## config.mk

```make
export PLATFORM = sky130hd
export DESIGN_NAME = sprite_entry_to_tile_draws
export DESIGN_NICKNAME = d
export VERILOG_FILES = /design/src/sed_pkg.sv /design/src/sprite_entry_to_tile_draws.sv /design/src/sed_front.sv /design/src/sed_queue.sv /design/src/sed_back.sv
export SDC_FILE = /design/constraint.sdc
export NUM_CORES = 1
export LEC_CHECK = 0
export CAP_MARGIN = 0
export CORE_MARGIN = 3
export CORE_UTILIZATION = 60
export CTS_BUF_LIST = sky130_fd_sc_hd__clkbuf_2 sky130_fd_sc_hd__clkbuf_4 sky130_fd_sc_hd__clkbuf_8
export DETAILED_ROUTE_END_ITERATION = 12
export DONT_BUFFER_PORTS = 1
export PLACE_DENSITY = 0.82
export SKIP_LAST_GASP = 1
export SLEW_MARGIN = 20
export SYNTH_ARGS = -nofsm -noshare
export SYNTH_HDL_FRONTEND = slang
export SYNTH_SLANG_ARGS = --single-unit
```

## constraint.sdc

```tcl
create_clock -name aclk -period 7.7 [get_ports aclk]
set_input_delay 0.77 -clock aclk [delete_from_list [all_inputs] [get_ports aclk]]
set_output_delay 0.77 -clock aclk [all_outputs]
set_load 0.02 [all_outputs]
```

## src/sed_pkg.sv

```systemverilog
// shared types and constants for the sprite entry to tile draw block
package sed_pkg;

    localparam int CFG_IDX_W  = 1;
    localparam int CFG_DATA_W = 64;

    localparam logic [CFG_IDX_W-1:0] REG_FLIP_SCREEN  = 1'd0;
    localparam logic [CFG_IDX_W-1:0] REG_HEIGHT_TABLE = 1'd1;

    localparam logic [1:0] CLS_SINGLE = 2'd0;
    localparam logic [1:0] CLS_DOUBLE = 2'd1;
    localparam logic [1:0] CLS_QUAD   = 2'd2;
    localparam logic [1:0] CLS_FOUR   = 2'd3;

    localparam logic [9:0] SX_BIAS     = 10'd128;
    localparam logic [9:0] SY_BIAS     = 10'd369;
    localparam logic [9:0] SY_DOUBLE   = 10'd16;
    localparam logic [9:0] SY_QUAD     = 10'd48;
    localparam logic [9:0] FLIP_X_BASE = 10'd240;
    localparam logic [9:0] FLIP_Y_BASE = 10'd242;

    localparam int QUEUE_DEPTH = 2;

    typedef struct packed {
        logic [9:0] code;
        logic [1:0] last_row;
        logic [4:0] color;
        logic       fx;
        logic       fy;
        logic [9:0] sx;
        logic [9:0] sy;
    } desc_t;

endpackage

```

## src/sprite_entry_to_tile_draws.sv

```systemverilog
// top level: sprite entry in, tile draw commands out
//
//  channel  dir  handshake          payload
//  cfg      in   cfg_we             cfg_index, cfg_wdata
//  s_       in   s_valid/s_ready    sprite entry fields
//  m_       out  m_valid/m_ready    one tile draw command
//
// an entry yields 1, 2 or 4 tile commands, one per row, issued by the row
// sequencer in the back end; an empty slot is accepted but never queued
// the front accepts an entry per cycle while the two-entry queue has room
// a stalled result holds in the output register while the front keeps filling
// reset clears config, queue and sequencer state; no clearing pass
module sprite_entry_to_tile_draws (
    input  logic                            aclk,
    input  logic                            aresetn,
    input  logic                            cfg_we,
    input  logic [sed_pkg::CFG_IDX_W-1:0]   cfg_index,
    input  logic [sed_pkg::CFG_DATA_W-1:0]  cfg_wdata,
    input  logic                            s_valid,
    output logic                            s_ready,
    input  logic [4:0]                      s_color,
    input  logic [7:0]                      s_y_low,
    input  logic                            s_y_high,
    input  logic [7:0]                      s_code_low,
    input  logic [1:0]                      s_code_high,
    input  logic                            s_mirror_x,
    input  logic                            s_mirror_y,
    input  logic [7:0]                      s_x_low,
    input  logic                            s_x_high,
    output logic                            m_valid,
    input  logic                            m_ready,
    output logic [9:0]                      m_tile_code,
    output logic [4:0]                      m_tile_color,
    output logic                            m_draw_flip_x,
    output logic                            m_draw_flip_y,
    output logic signed [9:0]               m_pos_x,
    output logic signed [9:0]               m_pos_y,
    output logic                            m_last_tile
);

    logic           q_full;
    logic           q_push;
    logic           q_pop;
    logic           q_not_empty;
    sed_pkg::desc_t q_in;
    sed_pkg::desc_t q_out;

    sed_front u_front (
        .aclk        (aclk),
        .aresetn     (aresetn),
        .cfg_we      (cfg_we),
        .cfg_index   (cfg_index),
        .cfg_wdata   (cfg_wdata),
        .s_valid     (s_valid),
        .s_ready     (s_ready),
        .s_color     (s_color),
        .s_y_low     (s_y_low),
        .s_y_high    (s_y_high),
        .s_code_low  (s_code_low),
        .s_code_high (s_code_high),
        .s_mirror_x  (s_mirror_x),
        .s_mirror_y  (s_mirror_y),
        .s_x_low     (s_x_low),
        .s_x_high    (s_x_high),
        .q_full      (q_full),
        .q_push      (q_push),
        .q_data      (q_in)
    );

    sed_queue u_queue (
        .aclk      (aclk),
        .aresetn   (aresetn),
        .push      (q_push),
        .push_data (q_in),
        .full      (q_full),
        .pop       (q_pop),
        .not_empty (q_not_empty),
        .pop_data  (q_out)
    );

    sed_back u_back (
        .aclk          (aclk),
        .aresetn       (aresetn),
        .q_not_empty   (q_not_empty),
        .q_data        (q_out),
        .q_pop         (q_pop),
        .m_valid       (m_valid),
        .m_ready       (m_ready),
        .m_tile_code   (m_tile_code),
        .m_tile_color  (m_tile_color),
        .m_draw_flip_x (m_draw_flip_x),
        .m_draw_flip_y (m_draw_flip_y),
        .m_pos_x       (m_pos_x),
        .m_pos_y       (m_pos_y),
        .m_last_tile   (m_last_tile)
    );

endmodule

```

## src/sed_front.sv

```systemverilog
// front end: config registers, empty slot filter and sprite classification
module sed_front (
    input  logic                            aclk,
    input  logic                            aresetn,
    input  logic                            cfg_we,
    input  logic [sed_pkg::CFG_IDX_W-1:0]   cfg_index,
    input  logic [sed_pkg::CFG_DATA_W-1:0]  cfg_wdata,
    input  logic                            s_valid,
    output logic                            s_ready,
    input  logic [4:0]                      s_color,
    input  logic [7:0]                      s_y_low,
    input  logic                            s_y_high,
    input  logic [7:0]                      s_code_low,
    input  logic [1:0]                      s_code_high,
    input  logic                            s_mirror_x,
    input  logic                            s_mirror_y,
    input  logic [7:0]                      s_x_low,
    input  logic                            s_x_high,
    input  logic                            q_full,
    output logic                            q_push,
    output sed_pkg::desc_t                  q_data
);

    logic        flip_screen_reg;
    logic        flip_screen_next;
    logic [63:0] height_table_reg;
    logic [63:0] height_table_next;

    logic [9:0] code;
    logic [9:0] code_adj;
    logic [1:0] cls;
    logic [1:0] last_row;
    logic [9:0] sx0;
    logic [9:0] sy0;
    logic [9:0] sy1;

    always_comb begin
        flip_screen_next  = flip_screen_reg;
        height_table_next = height_table_reg;
        if (cfg_we) begin
            case (cfg_index)
                sed_pkg::REG_FLIP_SCREEN:  flip_screen_next  = cfg_wdata[0];
                sed_pkg::REG_HEIGHT_TABLE: height_table_next = cfg_wdata;
                default: ;
            endcase
        end
    end

    always_ff @(posedge aclk) begin
        if (!aresetn) begin
            flip_screen_reg  <= 1'b0;
            height_table_reg <= 64'd0;
        end else begin
            flip_screen_reg  <= flip_screen_next;
            height_table_reg <= height_table_next;
        end
    end

    always_comb begin
        code = {s_code_high, s_code_low};
        cls  = height_table_reg[{code[9:5], 1'b0} +: 2];
        sx0  = {1'b0, s_x_high, s_x_low} - sed_pkg::SX_BIAS;
        sy0  = sed_pkg::SY_BIAS - {1'b0, s_y_high, s_y_low};
        case (cls)
            sed_pkg::CLS_DOUBLE: begin
                code_adj = {code[9:1], 1'b0};
                sy1      = sy0 - sed_pkg::SY_DOUBLE;
                last_row = 2'd1;
            end
            sed_pkg::CLS_QUAD: begin
                code_adj = {code[9:2], 2'b00};
                sy1      = sy0 - sed_pkg::SY_QUAD;
                last_row = 2'd3;
            end
            sed_pkg::CLS_FOUR: begin
                code_adj = code;
                sy1      = sy0;
                last_row = 2'd3;
            end
            default: begin
                code_adj = code;
                sy1      = sy0;
                last_row = 2'd0;
            end
        endcase

        q_data.code     = code_adj;
        q_data.last_row = last_row;
        q_data.color    = s_color;
        if (flip_screen_reg) begin
            q_data.sx = sed_pkg::FLIP_X_BASE - sx0;
            q_data.sy = sed_pkg::FLIP_Y_BASE - {4'd0, last_row, 4'd0} - sy1;
            q_data.fx = ~s_mirror_x;
            q_data.fy = ~s_mirror_y;
        end else begin
            q_data.sx = sx0;
            q_data.sy = sy1;
            q_data.fx = s_mirror_x;
            q_data.fy = s_mirror_y;
        end
    end

    // empty slots are dropped here and never reach the queue
    assign s_ready = !q_full;
    assign q_push  = s_valid && !q_full && (code != 10'd0);

endmodule

```

## src/sed_queue.sv

```systemverilog
// two-entry descriptor queue between front and back
module sed_queue (
    input  logic           aclk,
    input  logic           aresetn,
    input  logic           push,
    input  sed_pkg::desc_t push_data,
    output logic           full,
    input  logic           pop,
    output logic           not_empty,
    output sed_pkg::desc_t pop_data
);

    localparam int PTR_W = $clog2(sed_pkg::QUEUE_DEPTH);
    localparam int CNT_W = $clog2(sed_pkg::QUEUE_DEPTH + 1);

    sed_pkg::desc_t    mem_reg [sed_pkg::QUEUE_DEPTH];
    logic [PTR_W-1:0]  wr_ptr_reg;
    logic [PTR_W-1:0]  wr_ptr_next;
    logic [PTR_W-1:0]  rd_ptr_reg;
    logic [PTR_W-1:0]  rd_ptr_next;
    logic [CNT_W-1:0]  count_reg;
    logic [CNT_W-1:0]  count_next;
    logic              do_push;
    logic              do_pop;

    assign full      = (count_reg == CNT_W'(sed_pkg::QUEUE_DEPTH));
    assign not_empty = (count_reg != '0);
    assign pop_data  = mem_reg[rd_ptr_reg];
    assign do_push   = push && !full;
    assign do_pop    = pop && not_empty;

    always_comb begin
        wr_ptr_next = wr_ptr_reg;
        rd_ptr_next = rd_ptr_reg;
        count_next  = count_reg;
        if (do_push) begin
            wr_ptr_next = (wr_ptr_reg == PTR_W'(sed_pkg::QUEUE_DEPTH - 1)) ? '0
                                                                          : wr_ptr_reg + 1'b1;
        end
        if (do_pop) begin
            rd_ptr_next = (rd_ptr_reg == PTR_W'(sed_pkg::QUEUE_DEPTH - 1)) ? '0
                                                                          : rd_ptr_reg + 1'b1;
        end
        case ({do_push, do_pop})
            2'b10:   count_next = count_reg + 1'b1;
            2'b01:   count_next = count_reg - 1'b1;
            default: count_next = count_reg;
        endcase
    end

    always_ff @(posedge aclk) begin
        if (!aresetn) begin
            wr_ptr_reg <= '0;
            rd_ptr_reg <= '0;
            count_reg  <= '0;
        end else begin
            wr_ptr_reg <= wr_ptr_next;
            rd_ptr_reg <= rd_ptr_next;
            count_reg  <= count_next;
        end
    end

    always_ff @(posedge aclk) begin
        if (do_push) begin
            mem_reg[wr_ptr_reg] <= push_data;
        end
    end

`ifndef NO_ASSERTIONS
    a_count_range: assert property (@(posedge aclk) disable iff (!aresetn)
        count_reg <= CNT_W'(sed_pkg::QUEUE_DEPTH))
        else $error("queue count out of range");
    a_no_push_full: assert property (@(posedge aclk) disable iff (!aresetn)
        full |-> !push)
        else $error("push into full queue");
    a_count_track: assert property (@(posedge aclk) disable iff (!aresetn)
        (do_push && !do_pop) |=> (count_reg == $past(count_reg) + 1'b1))
        else $error("queue count did not advance on push");
`endif

endmodule

```

## src/sed_back.sv

```systemverilog
// back end: walks the rows of one sprite and drives the tile command register
module sed_back (
    input  logic               aclk,
    input  logic               aresetn,
    input  logic               q_not_empty,
    input  sed_pkg::desc_t     q_data,
    output logic               q_pop,
    output logic               m_valid,
    input  logic               m_ready,
    output logic [9:0]         m_tile_code,
    output logic [4:0]         m_tile_color,
    output logic               m_draw_flip_x,
    output logic               m_draw_flip_y,
    output logic signed [9:0]  m_pos_x,
    output logic signed [9:0]  m_pos_y,
    output logic               m_last_tile
);

    sed_pkg::desc_t cur_reg;
    logic           cur_valid_reg;
    logic           cur_valid_next;
    logic [1:0]     row_reg;
    logic [1:0]     row_next;
    logic           out_valid_reg;
    logic           out_valid_next;
    logic [9:0]     tile_code_reg;
    logic [4:0]     tile_color_reg;
    logic           flip_x_reg;
    logic           flip_y_reg;
    logic [9:0]     pos_x_reg;
    logic [9:0]     pos_y_reg;
    logic           last_reg;

    logic       out_free;
    logic       emit;
    logic       is_last;
    logic [9:0] row_code;
    logic [9:0] row_y;

    assign out_free = !out_valid_reg || m_ready;
    assign emit     = cur_valid_reg && out_free;
    assign is_last  = (row_reg == cur_reg.last_row);
    assign q_pop    = q_not_empty && (!cur_valid_reg || (emit && is_last));

    // reverse code order under vertical flip
    assign row_code = cur_reg.fy ? cur_reg.code + {8'd0, cur_reg.last_row} - {8'd0, row_reg}
                                 : cur_reg.code + {8'd0, row_reg};
    assign row_y    = cur_reg.sy + {4'd0, row_reg, 4'd0};

    always_comb begin
        cur_valid_next = cur_valid_reg;
        row_next       = row_reg;
        out_valid_next = out_valid_reg;
        if (m_ready) begin
            out_valid_next = 1'b0;
        end
        if (emit) begin
            out_valid_next = 1'b1;
            row_next       = row_reg + 1'b1;
            if (is_last) begin
                cur_valid_next = 1'b0;
            end
        end
        if (q_pop) begin
            cur_valid_next = 1'b1;
            row_next       = 2'd0;
        end
    end

    always_ff @(posedge aclk) begin
        if (!aresetn) begin
            cur_valid_reg <= 1'b0;
            row_reg       <= 2'd0;
            out_valid_reg <= 1'b0;
        end else begin
            cur_valid_reg <= cur_valid_next;
            row_reg       <= row_next;
            out_valid_reg <= out_valid_next;
        end
    end

    always_ff @(posedge aclk) begin
        if (q_pop) begin
            cur_reg <= q_data;
        end
        if (emit) begin
            tile_code_reg  <= row_code;
            tile_color_reg <= cur_reg.color;
            flip_x_reg     <= cur_reg.fx;
            flip_y_reg     <= cur_reg.fy;
            pos_x_reg      <= cur_reg.sx;
            pos_y_reg      <= row_y;
            last_reg       <= is_last;
        end
    end

    assign m_valid       = out_valid_reg;
    assign m_tile_code   = tile_code_reg;
    assign m_tile_color  = tile_color_reg;
    assign m_draw_flip_x = flip_x_reg;
    assign m_draw_flip_y = flip_y_reg;
    assign m_pos_x       = pos_x_reg;
    assign m_pos_y       = pos_y_reg;
    assign m_last_tile   = last_reg;

`ifndef NO_ASSERTIONS
    a_row_bound: assert property (@(posedge aclk) disable iff (!aresetn)
        cur_valid_reg |-> (row_reg <= cur_reg.last_row))
        else $error("row counter past last row");
    a_mid_sprite: assert property (@(posedge aclk) disable iff (!aresetn)
        (emit && !is_last) |=> cur_valid_reg)
        else $error("sprite dropped before its last row");
    a_last_pending: assert property (@(posedge aclk) disable iff (!aresetn)
        (out_valid_reg && !last_reg) |-> cur_valid_reg)
        else $error("non-final tile shown with no sprite in progress");
`endif

endmodule
```

Word-level counts from Yosys, hierarchy flattened. Memory sizes are Yosys's and may differ from the RTL's. A register that Yosys moved wholly into a read port is not among the register bits. Index checks and enable logic that the tools add are counted. W data, S select, Z words.

Input bits: 105. Output and inout port bits: 40. Register bits: 111. Logic and storage cells: 82. Memories kept: 1. Bits in writable memories: 78.

Bitwise logic cells: 4. Shift operators: 1. Reduce and logical (&&, ||, !) cells: 23. Add/subtract/negate cells: 16. Mux-type cells: 15. Equality and inequality tests: 7.

Memories: u_queue.mem_reg (depth 2, bits a word 39, read ports 1, clocked after memory_dff 1, write ports 1, line sed_queue.sv:16) `sed_pkg::desc_t mem_reg [sed_pkg::QUEUE_DEPTH];`.

Operators with widths (count): $shiftx A64 B7 Y2 (1); $mux W22 (1); $add A10 B2 Y10 (2); $pmux W10 S2 (1); $pmux W2 S2 (3); $add A10 B6 Y10 (1); $mux W10 (1); $reduce_bool A10 Y1 (1); $reduce_bool A2 Y1 (5); $sub A10 B10 Y10 (1); $sub A10 B2 Y10 (1); $sub A10 B5 Y10 const B (1); $sub A10 B6 Y10 const B (1); $sub A8 B10 Y10 const A (1); $sub A9 B8 Y10 const B (1); $sub A9 B9 Y10 const A (1); $mux W1 (9); $sub A8 B6 Y9 const A (1); $eq A2 B2 Y1 const B (4); $logic_and A1 B1 Y1 (7); $reduce_and A2 Y1 (3); $add A2 B1 Y2 const B (2); $eq A2 B1 Y1 const B (2); $not A1 Y1 (4); other kinds (6) (11).

Logic depth before layout (Yosys ltp). Gate-level depths: netlist of run 1.

Depth after elaboration: 9. Depth in mapped cells: 15. Depth with buffers taken out: 13.

Hierarchy. From an unflattened synthesis of run 1, not the netlist that was laid out.

Cell total of the unflattened synthesis: 831. Area, all modules: 10498.8 um2.

By module, submodules not included: sed_front (area an instance 3942.5 um2, times used 1, seq. area each 1301.2 um2, cells an instance 452); sed_back (area an instance 3513.4 um2, times used 1, seq. area each 2392.3 um2, cells an instance 232); sed_queue (area an instance 3042.9 um2, times used 1, seq. area each 2442.3 um2, cells an instance 147).

Worst setup path after synthesis of run 1. No wires, ideal clock.

Path kind: in2reg. From: input s_code_low[6]. To: memory u_queue.mem_reg[0][9] in the netlist's numbering, data pin. Data arrival time: 4.182 ns. Library setup time: 0.264 ns. Data required time: 7.436 ns. Cell stages on the path: 14. Buffers on the path: 2. Setup slack: 3.254 ns. Path through: clkbuf_1 buf_1 mux4_1 mux4_2 mux2i_1 ha_1 inv_1 ha_1 or4b_1 nand3_1 a311oi_2 xnor2_1 a2bb2oi_1 xnor2_1.

RTL lines: start, declared (line sprite_entry_to_tile_draws.sv:24) `input logic [7:0] s_code_low,`; end, declared (line sed_queue.sv:16).

==> results of run 1 <==
## power by group
group	switching (W)	leakage (nW)	internal, W
registers	0.000252	2.05	0.00170
clock network	0.000462	0.436	0.000655
logic	0.000485	1.69	0.000390
## layout make-up
type | count | area (µm²)
inverter | 43 | 161.4
multi-input combinational | 507 | 3900
sequential | 228 | 6117
tap | 220 | 275.3
clock buffer | 59 | 705.7
timing repair buffer | 6 | 117.6
clock inverter | 9 | 107.6
fill | 1174 | 5316
## per-stage QoR
| stage | hold WS (ns) | setup WS (ns) | cell area, µm² | utilization [%] |
|---|---|---|---|---|
| 2_1_floorplan | 0.4003 | 3.254 | 10290 | - |
| 3_3_place_gp | 0.4015 | 3.430 | 10460 | 62.65 |
| 3_5_place_dp | 0.4062 | 3.313 | 10550 | 63.15 |
| 4_1_cts | 0.3179 | 3.785 | 11360 | 68.02 |
| 5_1_grt | 0.3103 | 3.529 | 11380 | 68.17 |
| 6_report | 0.3465 | 3.769 | 11380 | 68.17 |
## worst paths after layout
| kind | from | to | cells after the start |
|---|---|---|---|
| max | u_front.height_table_reg[50]$_SDFFE_PN0P_ | u_queue.mem_reg[1][9]$_DFFE_PP_ | 12 |
| min | s_code_low[3] | u_queue.mem_reg[1][32]$_DFFE_PP_ | 0 |
| max reg2reg | u_front.height_table_reg[50]$_SDFFE_PN0P_ | u_queue.mem_reg[1][9]$_DFFE_PP_ | 12 |
| min reg2reg | u_back.cur_reg[11]$_DFFE_PP_ | u_back.m_pos_x[1]$_DFFE_PP_ | 0 |
## layer usage
layer | GRT usage (%) | vias up
met1 | 25.35 | 2966
met4 | 7.483 | 0
li1 | - | 2927
met2 | 36.10 | 187
met5 | 0 | -
met3 | 6.213 | 37
## cells in the final DEF (no fill, tap or decap), types with 17 or more instances in the layout
cell and n:
clkbuf_8 42, ha_1 37, nand2_1 154, mux2_2 41, dfxtp_1 72, clkbuf_4 17, a21boi_0 66, xnor2_1 35
inv_1 43, edfxtp_1 155
## cells by family (layout without fill, tap and decap cells)
group / Yosys count / after routing
AND/OR/NAND/NOR: 227 / 227
adder cells (fa/ha/maj): 43 / 43
XOR/XNOR: 47 / 47
flip-flops: 228 / 228
AO/OA/AOI/OAI: 124 / 124
multiplexers: 66 / 66
buffers and inverters: 78 / 117
==> flow_metrics.tcl, run 1 <==
set metrics [dict create \
    yosysWarnings 0 \
    crit_chain "mux4_1, mux4_2, mux2i_1, ha_1, inv_1, ha_1, or4b_1, nand3_1, a311oi_2, xnor2_1, a2bb2oi_1, xnor2_1" \
    first_iter_violations 328 \
    htree_levels 2 \
    vias_per_cell 5.706 \
    met3_length_mm 1.394 \
    min_path_type "input port to flip-flop" \
    dp.cells 1003 \
    maxClockFrequency_mhz 254.4 \
    synth-seq-cells 228 \
    hold_viol 0 \
    synth.cell_area_um2 10290 \
    clkLatencyLatePin_ns 0.53 \
    slew_headroom_pct 30.24 \
    async_reset_ff_share_pct 0 \
    synth_nets 960 \
    die_h_um 137.0 \
    ctsHoldBuffers 0 \
    topRoutingLayerUsed "met4" \
    grt_overflow 0 \
    end_kind "flip-flop" \
    ctsResizeCount 0 \
    drtPass1Iterations 5 \
    wl_met2_mm 10.10 \
    synth_xor_area_share_pct 4.000 \
    grt_pass1_wl_mm 30.90 \
    fp.dieArea_um2 18760 \
    cap_violations 0 \
    avgSynthCellArea_um2 12.66 \
    startpoint_type "flip-flop" \
    root_buffer "clkbuf_8" \
    grt_antenna_before_repair 0 \
    setup_violations 0 \
    synth_edf_count 155 \
    cts_setup_buffers 0 \
    drc_errors 0 \
    fin_crit_ns 3.931 \
    cp_slowest_cell "mux4_1" \
    synth_top_family_by_area "multiplexers" \
    synthCells 813 \
    power-per-cell-area_nw_per_um2 346.5 \
    drive_gt1_share_pct 15.61 \
    rows 47 \
    slowest_delay_ns 0.52 \
    yosys.area_share.simple_pct 9.667 \
    drv_slew 0 \
    muxShareOfSynthArea_pct 9.752 \
    drt-total-wl_mm 19.70 \
    grt_max_degree 73 \
    drt-wirelength-per-cell_um 18.38 \
    peakVddDrop_mv 0.2052 \
    cts_buffers 37 \
    nNetsFinal 970 \
    stdcell_count 1072 \
    synth_fa_ha_area_share_pct 5.569 \
    synth_top_cell_by_area "edfxtp_1" \
    wl_met1_mm 7.762 \
    ys_types 50 \
    synthToLayoutAreaGrowth_pct 10.64 \
    cp_top_family "multiplexers" \
    port_buffers 0 \
    synthFlopType "edfxtp_1" \
    clkSinkCount 228 \
    io_pins 145 \
    cp.arrival_ns 4.19 \
    path_class "flip-flop to flip-flop" \
    first_global_vias 6347 \
    setup_total_negative_slack_ns 0 \
    finalClockSkew_ns 0.02220 \
    tritoncts "built" \
    grt_usage_pct 21.06 \
    gp_congestion 0.8495 \
    rsz0062_at_grt "false" \
    synth-seq-area-share_pct 59.44 \
    critPathRequiredTime_ns 7.95 \
    vias 6117 \
    path_clk_slew_ns 0.06 \
    run_status "finished, final reports clean" \
    die_x_um 137.0 \
    finalCritPeriodShare_pct 51.06 \
    largest_reg_flops 78 \
    clock_path_buffers 3 \
    start_util_pct 61.61 \
    ant_nets 0 \
    coreArea_um2 16700 \
    crit_buf_inv 1 \
    dp_hpwl_mm 13.63 \
    r2r_slack_ns 3.77 \
    total_power_w 0.003945 \
    crit_fanout 3 \
    antennaDiodeCount 0 \
    synth_compound_area_share_pct 8.536 \
    synth_commonest_cells "edfxtp_1, nand2_1, dfxtp_1" \
    cellLeakagePower_nw 4.179 \
    synth.top_cell.area_share_pct 45.23 \
    tightestPinTransition_ns 1.046 \
    ys_top_cells_by_area "edfxtp_1, dfxtp_1, nand2_1" \
]
No activity file was read; power rests on OpenSTA's default activity.
==> run 2: changes to the inputs <==
--- a/config.mk
+++ b/config.mk
@@ -11,7 +11,7 @@
 export CTS_BUF_LIST = sky130_fd_sc_hd__clkbuf_2 sky130_fd_sc_hd__clkbuf_4 sky130_fd_sc_hd__clkbuf_8
 export DETAILED_ROUTE_END_ITERATION = 12
 export DONT_BUFFER_PORTS = 1
-export PLACE_DENSITY = 0.82
+export PLACE_DENSITY = 0.85
 export SKIP_LAST_GASP = 1
 export SLEW_MARGIN = 20
 export SYNTH_ARGS = -nofsm -noshare
==> constraint.sdc (replaced) <==
create_clock -name aclk -period 3.36 [get_ports aclk]
set_input_delay 0.336 -clock aclk [delete_from_list [all_inputs] [get_ports aclk]]
set_output_delay 0.336 -clock aclk [all_outputs]
set_load 0.02 [all_outputs]
==> flow_metrics.tcl, run 2 (synthesis results as in run 1) <==
set metrics [dict create \
    io_pins 145 \
    crit_fanout 3 \
    timing.hold.ws_ns 0.03083 \
    grt_pass1_wl_mm 33.97 \
    htree_levels 2 \
    met3_usage_pct 6.544 \
    startpoint "u_front.height_table_reg[12]$_SDFFE_PN0P_" \
    clockPowerShare_pct 24.6 \
    slew_headroom_pct 28.58 \
    use_met2_pct 40.22 \
    clkSinkCount 228 \
    drv_slew 0 \
    whs_path_depth 2 \
    antennaDiodeCount 0 \
    critPathRequiredTime_ns 3.61 \
    first_global_vias 6839 \
    layout_commonest_cell "edfxtp_1" \
    drive_gt1_share_pct 19.28 \
    drtPass1Iterations 5 \
    comb_power_share_pct 24.7 \
    r2r_slack_ns -0.20 \
    tightestPinTransition_ns 1.071 \
    min_from "aresetn" \
    start_util_pct 61.61 \
    min_path_type "input port to flip-flop" \
    grt_overflow 0 \
    final_cell_mix "edfxtp_1, nand2_1, dlygate4sd3_1" \
    run_status "complete, but fails checks" \
    intPower_w 0.006091 \
    cp.arrival_ns 3.81 \
    stdcell_count 1164 \
    coreArea_um2 16700 \
    worst_hold_path.endpoint "u_back.row_reg[0]$_SDFFE_PP0P_" \
    drc_errors 0 \
    cap_violations 0 \
    die_h_um 137.0 \
    vias_per_cell 5.596 \
    synthToLayoutAreaGrowth_pct 19.42 \
    p_sw_share_pct 31.04 \
    die_x_um 137.0 \
    r2r_start "u_front.height_table_reg[12]$_SDFFE_PN0P_" \
    total_power_w 0.008832 \
    dp_hpwl_mm 12.79 \
    tritoncts "built" \
    grt_usage_pct 23.36 \
    path_clk_slew_ns 0.07 \
    gp_congestion 0.8338 \
    vias 6514 \
    rsz0062_at_grt "true" \
    busiest_layer "met2" \
    path_class "flip-flop to flip-flop" \
    fp.dieArea_um2 18760 \
    cts_buffers 36 \
    setup_violations 8 \
    rows 47 \
    violations "setup timing" \
    nNetsFinal 1071 \
    port_buffers 0 \
    largest_reg_flops 78 \
    drt-wirelength-per-cell_um 18.48 \
    maxClockFrequency_mhz 281.0 \
    grtUsageMet1_pct 27.30 \
    end_kind "flip-flop" \
    finalWorstSetupSlack_ns -0.1986 \
    cellLeakagePower_nw 4.495 \
    first_iter_violations 341 \
    dp.cells 1017 \
    clock_path_buffers 3 \
    startpoint_type "flip-flop" \
    grt_max_degree 72 \
    fillCellCount 1033 \
    power-per-cell-area_nw_per_um2 718.8 \
    hold_viol 0 \
    r2r_end "u_queue.mem_reg[0][9]$_DFFE_PP_" \
    peakVddDrop_mv 0.4353 \
    p_sw_w 0.002741 \
    grt_antenna_before_repair 0 \
    fin_crit_ns 3.559 \
    finalCritPeriodShare_pct 105.9 \
    reg2regPathDepth 11 \
    root_buffer "clkbuf_8" \
    drt-total-wl_mm 21.51 \
    p_seq_share_pct 50.7 \
    clkLatencyLatePin_ns 0.53 \
    finalClockSkew_ns 0.03269 \
    ant_nets 0 \
]
## run 2: cell count changes in the layout (fill, tap and decap cells not counted), sizes merged
cell and change:
dlygate4sd3 +80, bufinv -2, clkbuf -8, clkinvlp +1
inv -1, buf +22
## run 2: what timing repair did
item                                    in CTS  in global routing
pin swaps                                   10                  5
endpoints found under the setup margin      10                 12
buffers inserted                             6                  2
endpoints found under the hold margin      103                  0
gates resized for setup                     10                 15
hold buffers                                81                  0
## run 2: power by group through the flow
| stage | Sequential, W | Combinational, W | Clock, W |
|---|---|---|---|
| floorplan | 0.00438 | 0.00164 | 0 |
| global placement | 0.00450 | 0.00194 | 0 |
| detailed placement | 0.00454 | 0.00202 | 0 |
| CTS | 0.00448 | 0.00215 | 0.00223 |
| global route | 0.00455 | 0.00243 | 0.00235 |
| finish | 0.00448 | 0.00218 | 0.00218 |
## run 2: per-stage QoR
| step | setup slack, ns | utilization, % | TNS, ns | area (µm²) |
|---|---|---|---|---|
| 3_5_place_dp | -0.3076 | 63.89 | -1.903 | 10670 |
| 5_1_grt | -0.3232 | 73.58 | -2.169 | 12290 |
| 6_report | -0.1986 | 73.58 | -1.366 | 12290 |
| 4_1_cts | -0.1510 | 73.01 | -0.9461 | 12190 |
| 2_1_floorplan | -0.3443 | - | -2.272 | 10390 |
| 3_3_place_gp | -0.2154 | 63.89 | -1.211 | 10670 |
## run 2: how the worst max path moves through the flow
stage	endpoint	slack, ns	cells after the start
after floorplan	u_queue.mem_reg[0][8]$_DFFE_PP_	-0.34	15
after global placement	u_queue.mem_reg[0][8]$_DFFE_PP_	-0.22	13
after detailed placement	u_queue.mem_reg[0][8]$_DFFE_PP_	-0.31	13
after CTS	u_queue.mem_reg[1][8]$_DFFE_PP_	-0.15	13
after global routing	u_queue.mem_reg[0][8]$_DFFE_PP_	-0.32	13
final	u_queue.mem_reg[0][9]$_DFFE_PP_	-0.20	11
## run 2: layout make-up
cell class                      count  area (µm²)  area share [%]
Clock inverter                      7       37.54          0.3055
Sequential cell                   228        6122           49.82
Multi-Input combinational cell    507        4050           32.96
Inverter                           43       161.4           1.314
Clock buffer                       51       614.3           5.000
Tap cell                          220       275.3           2.240
Timing Repair Buffer              108        1027           8.360
## run 2: per-layer routing
metal	share of wire [%]	vias up
met2	51	209
met5	0	-
met4	2.9	0
li1	-	3108
met3	6.5	54
met1	40	3143
## run 2: worst max-delay path, stage by stage, from the launching register on
cell and delay [ns]:
dfxtp_1 0.33, mux4_2 0.49, mux4_2 0.50, mux2i_4 0.23, ha_4 0.19, fa_2 0.43
mux2_4 0.31, ha_4 0.26, nand2b_4 0.09, nand4_1 0.11, a2bb2oi_2 0.18, xnor2_1 0.14
==> run 3: changes to the inputs <==
--- a/config.mk
+++ b/config.mk
@@ -5,13 +5,14 @@
 export SDC_FILE = /design/constraint.sdc
 export NUM_CORES = 1
 export LEC_CHECK = 0
+export ABC_AREA = 1
 export CAP_MARGIN = 0
 export CORE_MARGIN = 3
 export CORE_UTILIZATION = 60
 export CTS_BUF_LIST = sky130_fd_sc_hd__clkbuf_2 sky130_fd_sc_hd__clkbuf_4 sky130_fd_sc_hd__clkbuf_8
 export DETAILED_ROUTE_END_ITERATION = 12
 export DONT_BUFFER_PORTS = 1
-export PLACE_DENSITY = 0.85
+export PLACE_DENSITY = 0.82
 export SKIP_LAST_GASP = 1
 export SLEW_MARGIN = 20
 export SYNTH_ARGS = -nofsm -noshare
==> constraint.sdc (replaced) <==
create_clock -name aclk -period 3.4 [get_ports aclk]
set_input_delay 0.34 -clock aclk [delete_from_list [all_inputs] [get_ports aclk]]
set_output_delay 0.34 -clock aclk [all_outputs]
set_load 0.01 [all_outputs]
==> flow_metrics.tcl, run 3 <==
set metrics [dict create \
    run_status "finished, final reports clean" \
    die_x_um 136.4 \
    async_reset_ff_share_pct 0 \
    yosysWarnings 0 \
    synth_commonest_cells "nand2_1, nor2_1, edfxtp_1" \
    hold_viol 0 \
    critPathRequiredTime_ns 3.65 \
    cts_setup_buffers 0 \
    grt_overflow 0 \
    tritoncts "built" \
    intPower_w 0.006027 \
    cp.arrival_ns 3.48 \
    dp_hpwl_mm 13.90 \
    startpoint "u_front.height_table_reg[45]$_SDFFE_PN0P_" \
    grt_pass1_wl_mm 33.84 \
    maxClockFrequency_mhz 309.0 \
    fp.dieArea_um2 18600 \
    die_h_um 136.4 \
    p_sw_share_pct 32.32 \
    antennaDiodeCount 0 \
    min_from "cfg_wdata[22]" \
    drtPass1Iterations 5 \
    ant_nets 0 \
    postLayoutCoreUtil_pct 70.51 \
    finalClockSkew_ns 0.02425 \
    drv_slew 0 \
    cap_violations 0 \
    drc_errors 0 \
    timing.hold.ws_ns 0.006678 \
    root_buffer "clkbuf_8" \
    layout_commonest_cell "nand2_1" \
    p_sw_w 0.002878 \
    min_path_type "input port to flip-flop" \
    first_global_vias 7226 \
    placed_cell_area_um2 10420 \
    clockPowerShare_pct 26.3 \
    drt-total-wl_mm 21.35 \
    final_area_um2 11690 \
    finalCritPeriodShare_pct 95.18 \
    crit_fanout 5 \
    slew_headroom_pct 32.84 \
    coreArea_um2 16580 \
    grt_max_degree 68 \
    nNetsFinal 1265 \
    synth-seq-cells 228 \
    path_class "flip-flop to flip-flop" \
    synth-seq-area-share_pct 59.97 \
    final_cell_mix "nand2_1, nor2_1, edfxtp_1" \
    drive_gt1_share_pct 7.787 \
    clock_path_buffers 3 \
    cts_buffers 37 \
    fin_crit_ns 3.236 \
    dp.cells 1248 \
    synth_nets 1206 \
    drt-wirelength-per-cell_um 15.66 \
    vias_per_cell 5.453 \
    grt_antenna_before_repair 0 \
    avgSynthCellArea_um2 9.630 \
    first_iter_violations 467 \
    ys_types 40 \
    gp_congestion 0.8502 \
    grt_usage_pct 22.94 \
    synthToLayoutAreaGrowth_pct 14.66 \
    clkLatencyLatePin_ns 0.52 \
    end_kind "flip-flop" \
    synthFlopType "edfxtp_1" \
    synth_edf_count 155 \
    htree_levels 2 \
    stdcell_count 1363 \
    largest_reg_flops 78 \
    vias 7433 \
    synth.top_cell.area_share_pct 45.64 \
    tightestPinTransition_ns 1.006 \
    setup_violations 0 \
    yosysMostFrequentCell "nand2_1" \
    port_buffers 0 \
    peakVddDrop_mv 0.4208 \
    power-per-cell-area_nw_per_um2 761.5 \
    path_clk_slew_ns 0.06 \
    p_seq_share_pct 48.8 \
    ys_top_cells_by_area "edfxtp_1, dfxtp_1, nand2_1" \
    start_util_pct 61.50 \
    rows 47 \
    synthCells 1059 \
    io_pins 145 \
    comb_power_share_pct 24.8 \
    r2r_start "u_front.height_table_reg[45]$_SDFFE_PN0P_" \
    synth.cell_area_um2 10200 \
    cellLeakagePower_nw 4.730 \
    clkSinkCount 228 \
    synth_top_cell_by_area "edfxtp_1" \
    setup_total_negative_slack_ns 0 \
    startpoint_type "flip-flop" \
]
[run 3: changes by cell type after synthesis, moves of 24 or more]
| cell | delta |
|---|---|
| nand2_1 | +58 |
| mux2_2 | -41 |
| inv_1 | +34 |
| xnor2_1 | -24 |
| a21boi_0 | -66 |
| nor2_1 | +183 |
| o21ai_0 | +104 |
[run 3: cells by family (layout without fill, tap and decap cells)]
family | Yosys count | after routing | synth area share [%]
buffers and inverters | 123 | 207 | 4.699
AO/OA/AOI/OAI | 174 | 174 | 9.238
adder cells (fa/ha/maj) | 42 | 42 | 5.521
multiplexers | 2 | 2 | 0.1963
AND/OR/NAND/NOR | 460 | 460 | 17.73
flip-flops | 228 | 228 | 59.97
XOR/XNOR | 30 | 30 | 2.650
[run 3: worst max-delay path: stages (launching register included)]
cell and delay (ns):
dfxtp_1 0.31, o21ai_0 0.22, o22ai_1 0.11, nand2_1 0.07
nand3_1 0.12, nor2_2 0.13, nor2_2 0.06, ha_2 0.20
fa_1 0.53, nand2_1 0.05, o21ai_1 0.10, ha_1 0.31
a21oi_2 0.21, nand2_1 0.09, a21oi_2 0.13, nand2_1 0.07
nand2_1 0.09, nand2_1 0.06, nand2_1 0.06, nand2_1 0.06
[run 3: metrics by stage]
step	power (W)	setup slack, ns
floorplan	0.005940	0.07125
global placement	0.006441	0.03674
detailed placement	0.006556	-0.06122
CTS	0.008962	0.1401
global route	0.009478	-0.04306
finish	0.008905	0.1640
[run 3: path summary, 6_finish.rpt]
path,slack (ns),to,cells past startpoint
worst max register to register,0.16,u_queue.mem_reg[0][9]$_DFFE_PP_,19
worst min-delay path,0.007,u_front.height_table_reg[22]$_SDFFE_PN0P_,2
worst min register to register,0.42,u_back.m_pos_x[4]$_DFFE_PP_,0
worst max-delay path,0.16,u_queue.mem_reg[0][9]$_DFFE_PP_,19
[run 3: final cells by class]
class / count / area, µm²
flip-flops and latches: 228 / 6116
fillers: 1214 / 4890
multi-input cells: 708 / 3636
repair buffers: 61 / 620.6
clock buffers: 49 / 611.8
inverters: 82 / 307.8
well taps: 220 / 275.3
clock inverters: 15 / 126.4
[run 3: routing by layer]
metal / track usage (%) / vias up / share of wire [%]
li1: - / 3656 / -
met1: 28.51 / 3431 / 41
met2: 37.92 / 272 / 48
met3: 5.699 / 74 / 6.8
met4: 10.58 / 0 / 3.9
met5: 0 / - / 0
[run 3: power groups by stage]
stage / logic [W] / clock network, W / registers [W]
final: 0.00221 / 0.00235 / 0.00435
after global routing: 0.00252 / 0.00252 / 0.00443
after CTS: 0.00221 / 0.00240 / 0.00436
after detailed placement: 0.00214 / 0 / 0.00441
after global placement: 0.00206 / 0 / 0.00438
after floorplan: 0.00164 / 0 / 0.00430
[run 3: timing repair]
item                                    in CTS  in global routing
resized for setup                            0                  7
hold buffers                                51                  0
endpoints found under the setup margin       0                  6
hold endpoints to repair                    99                  0
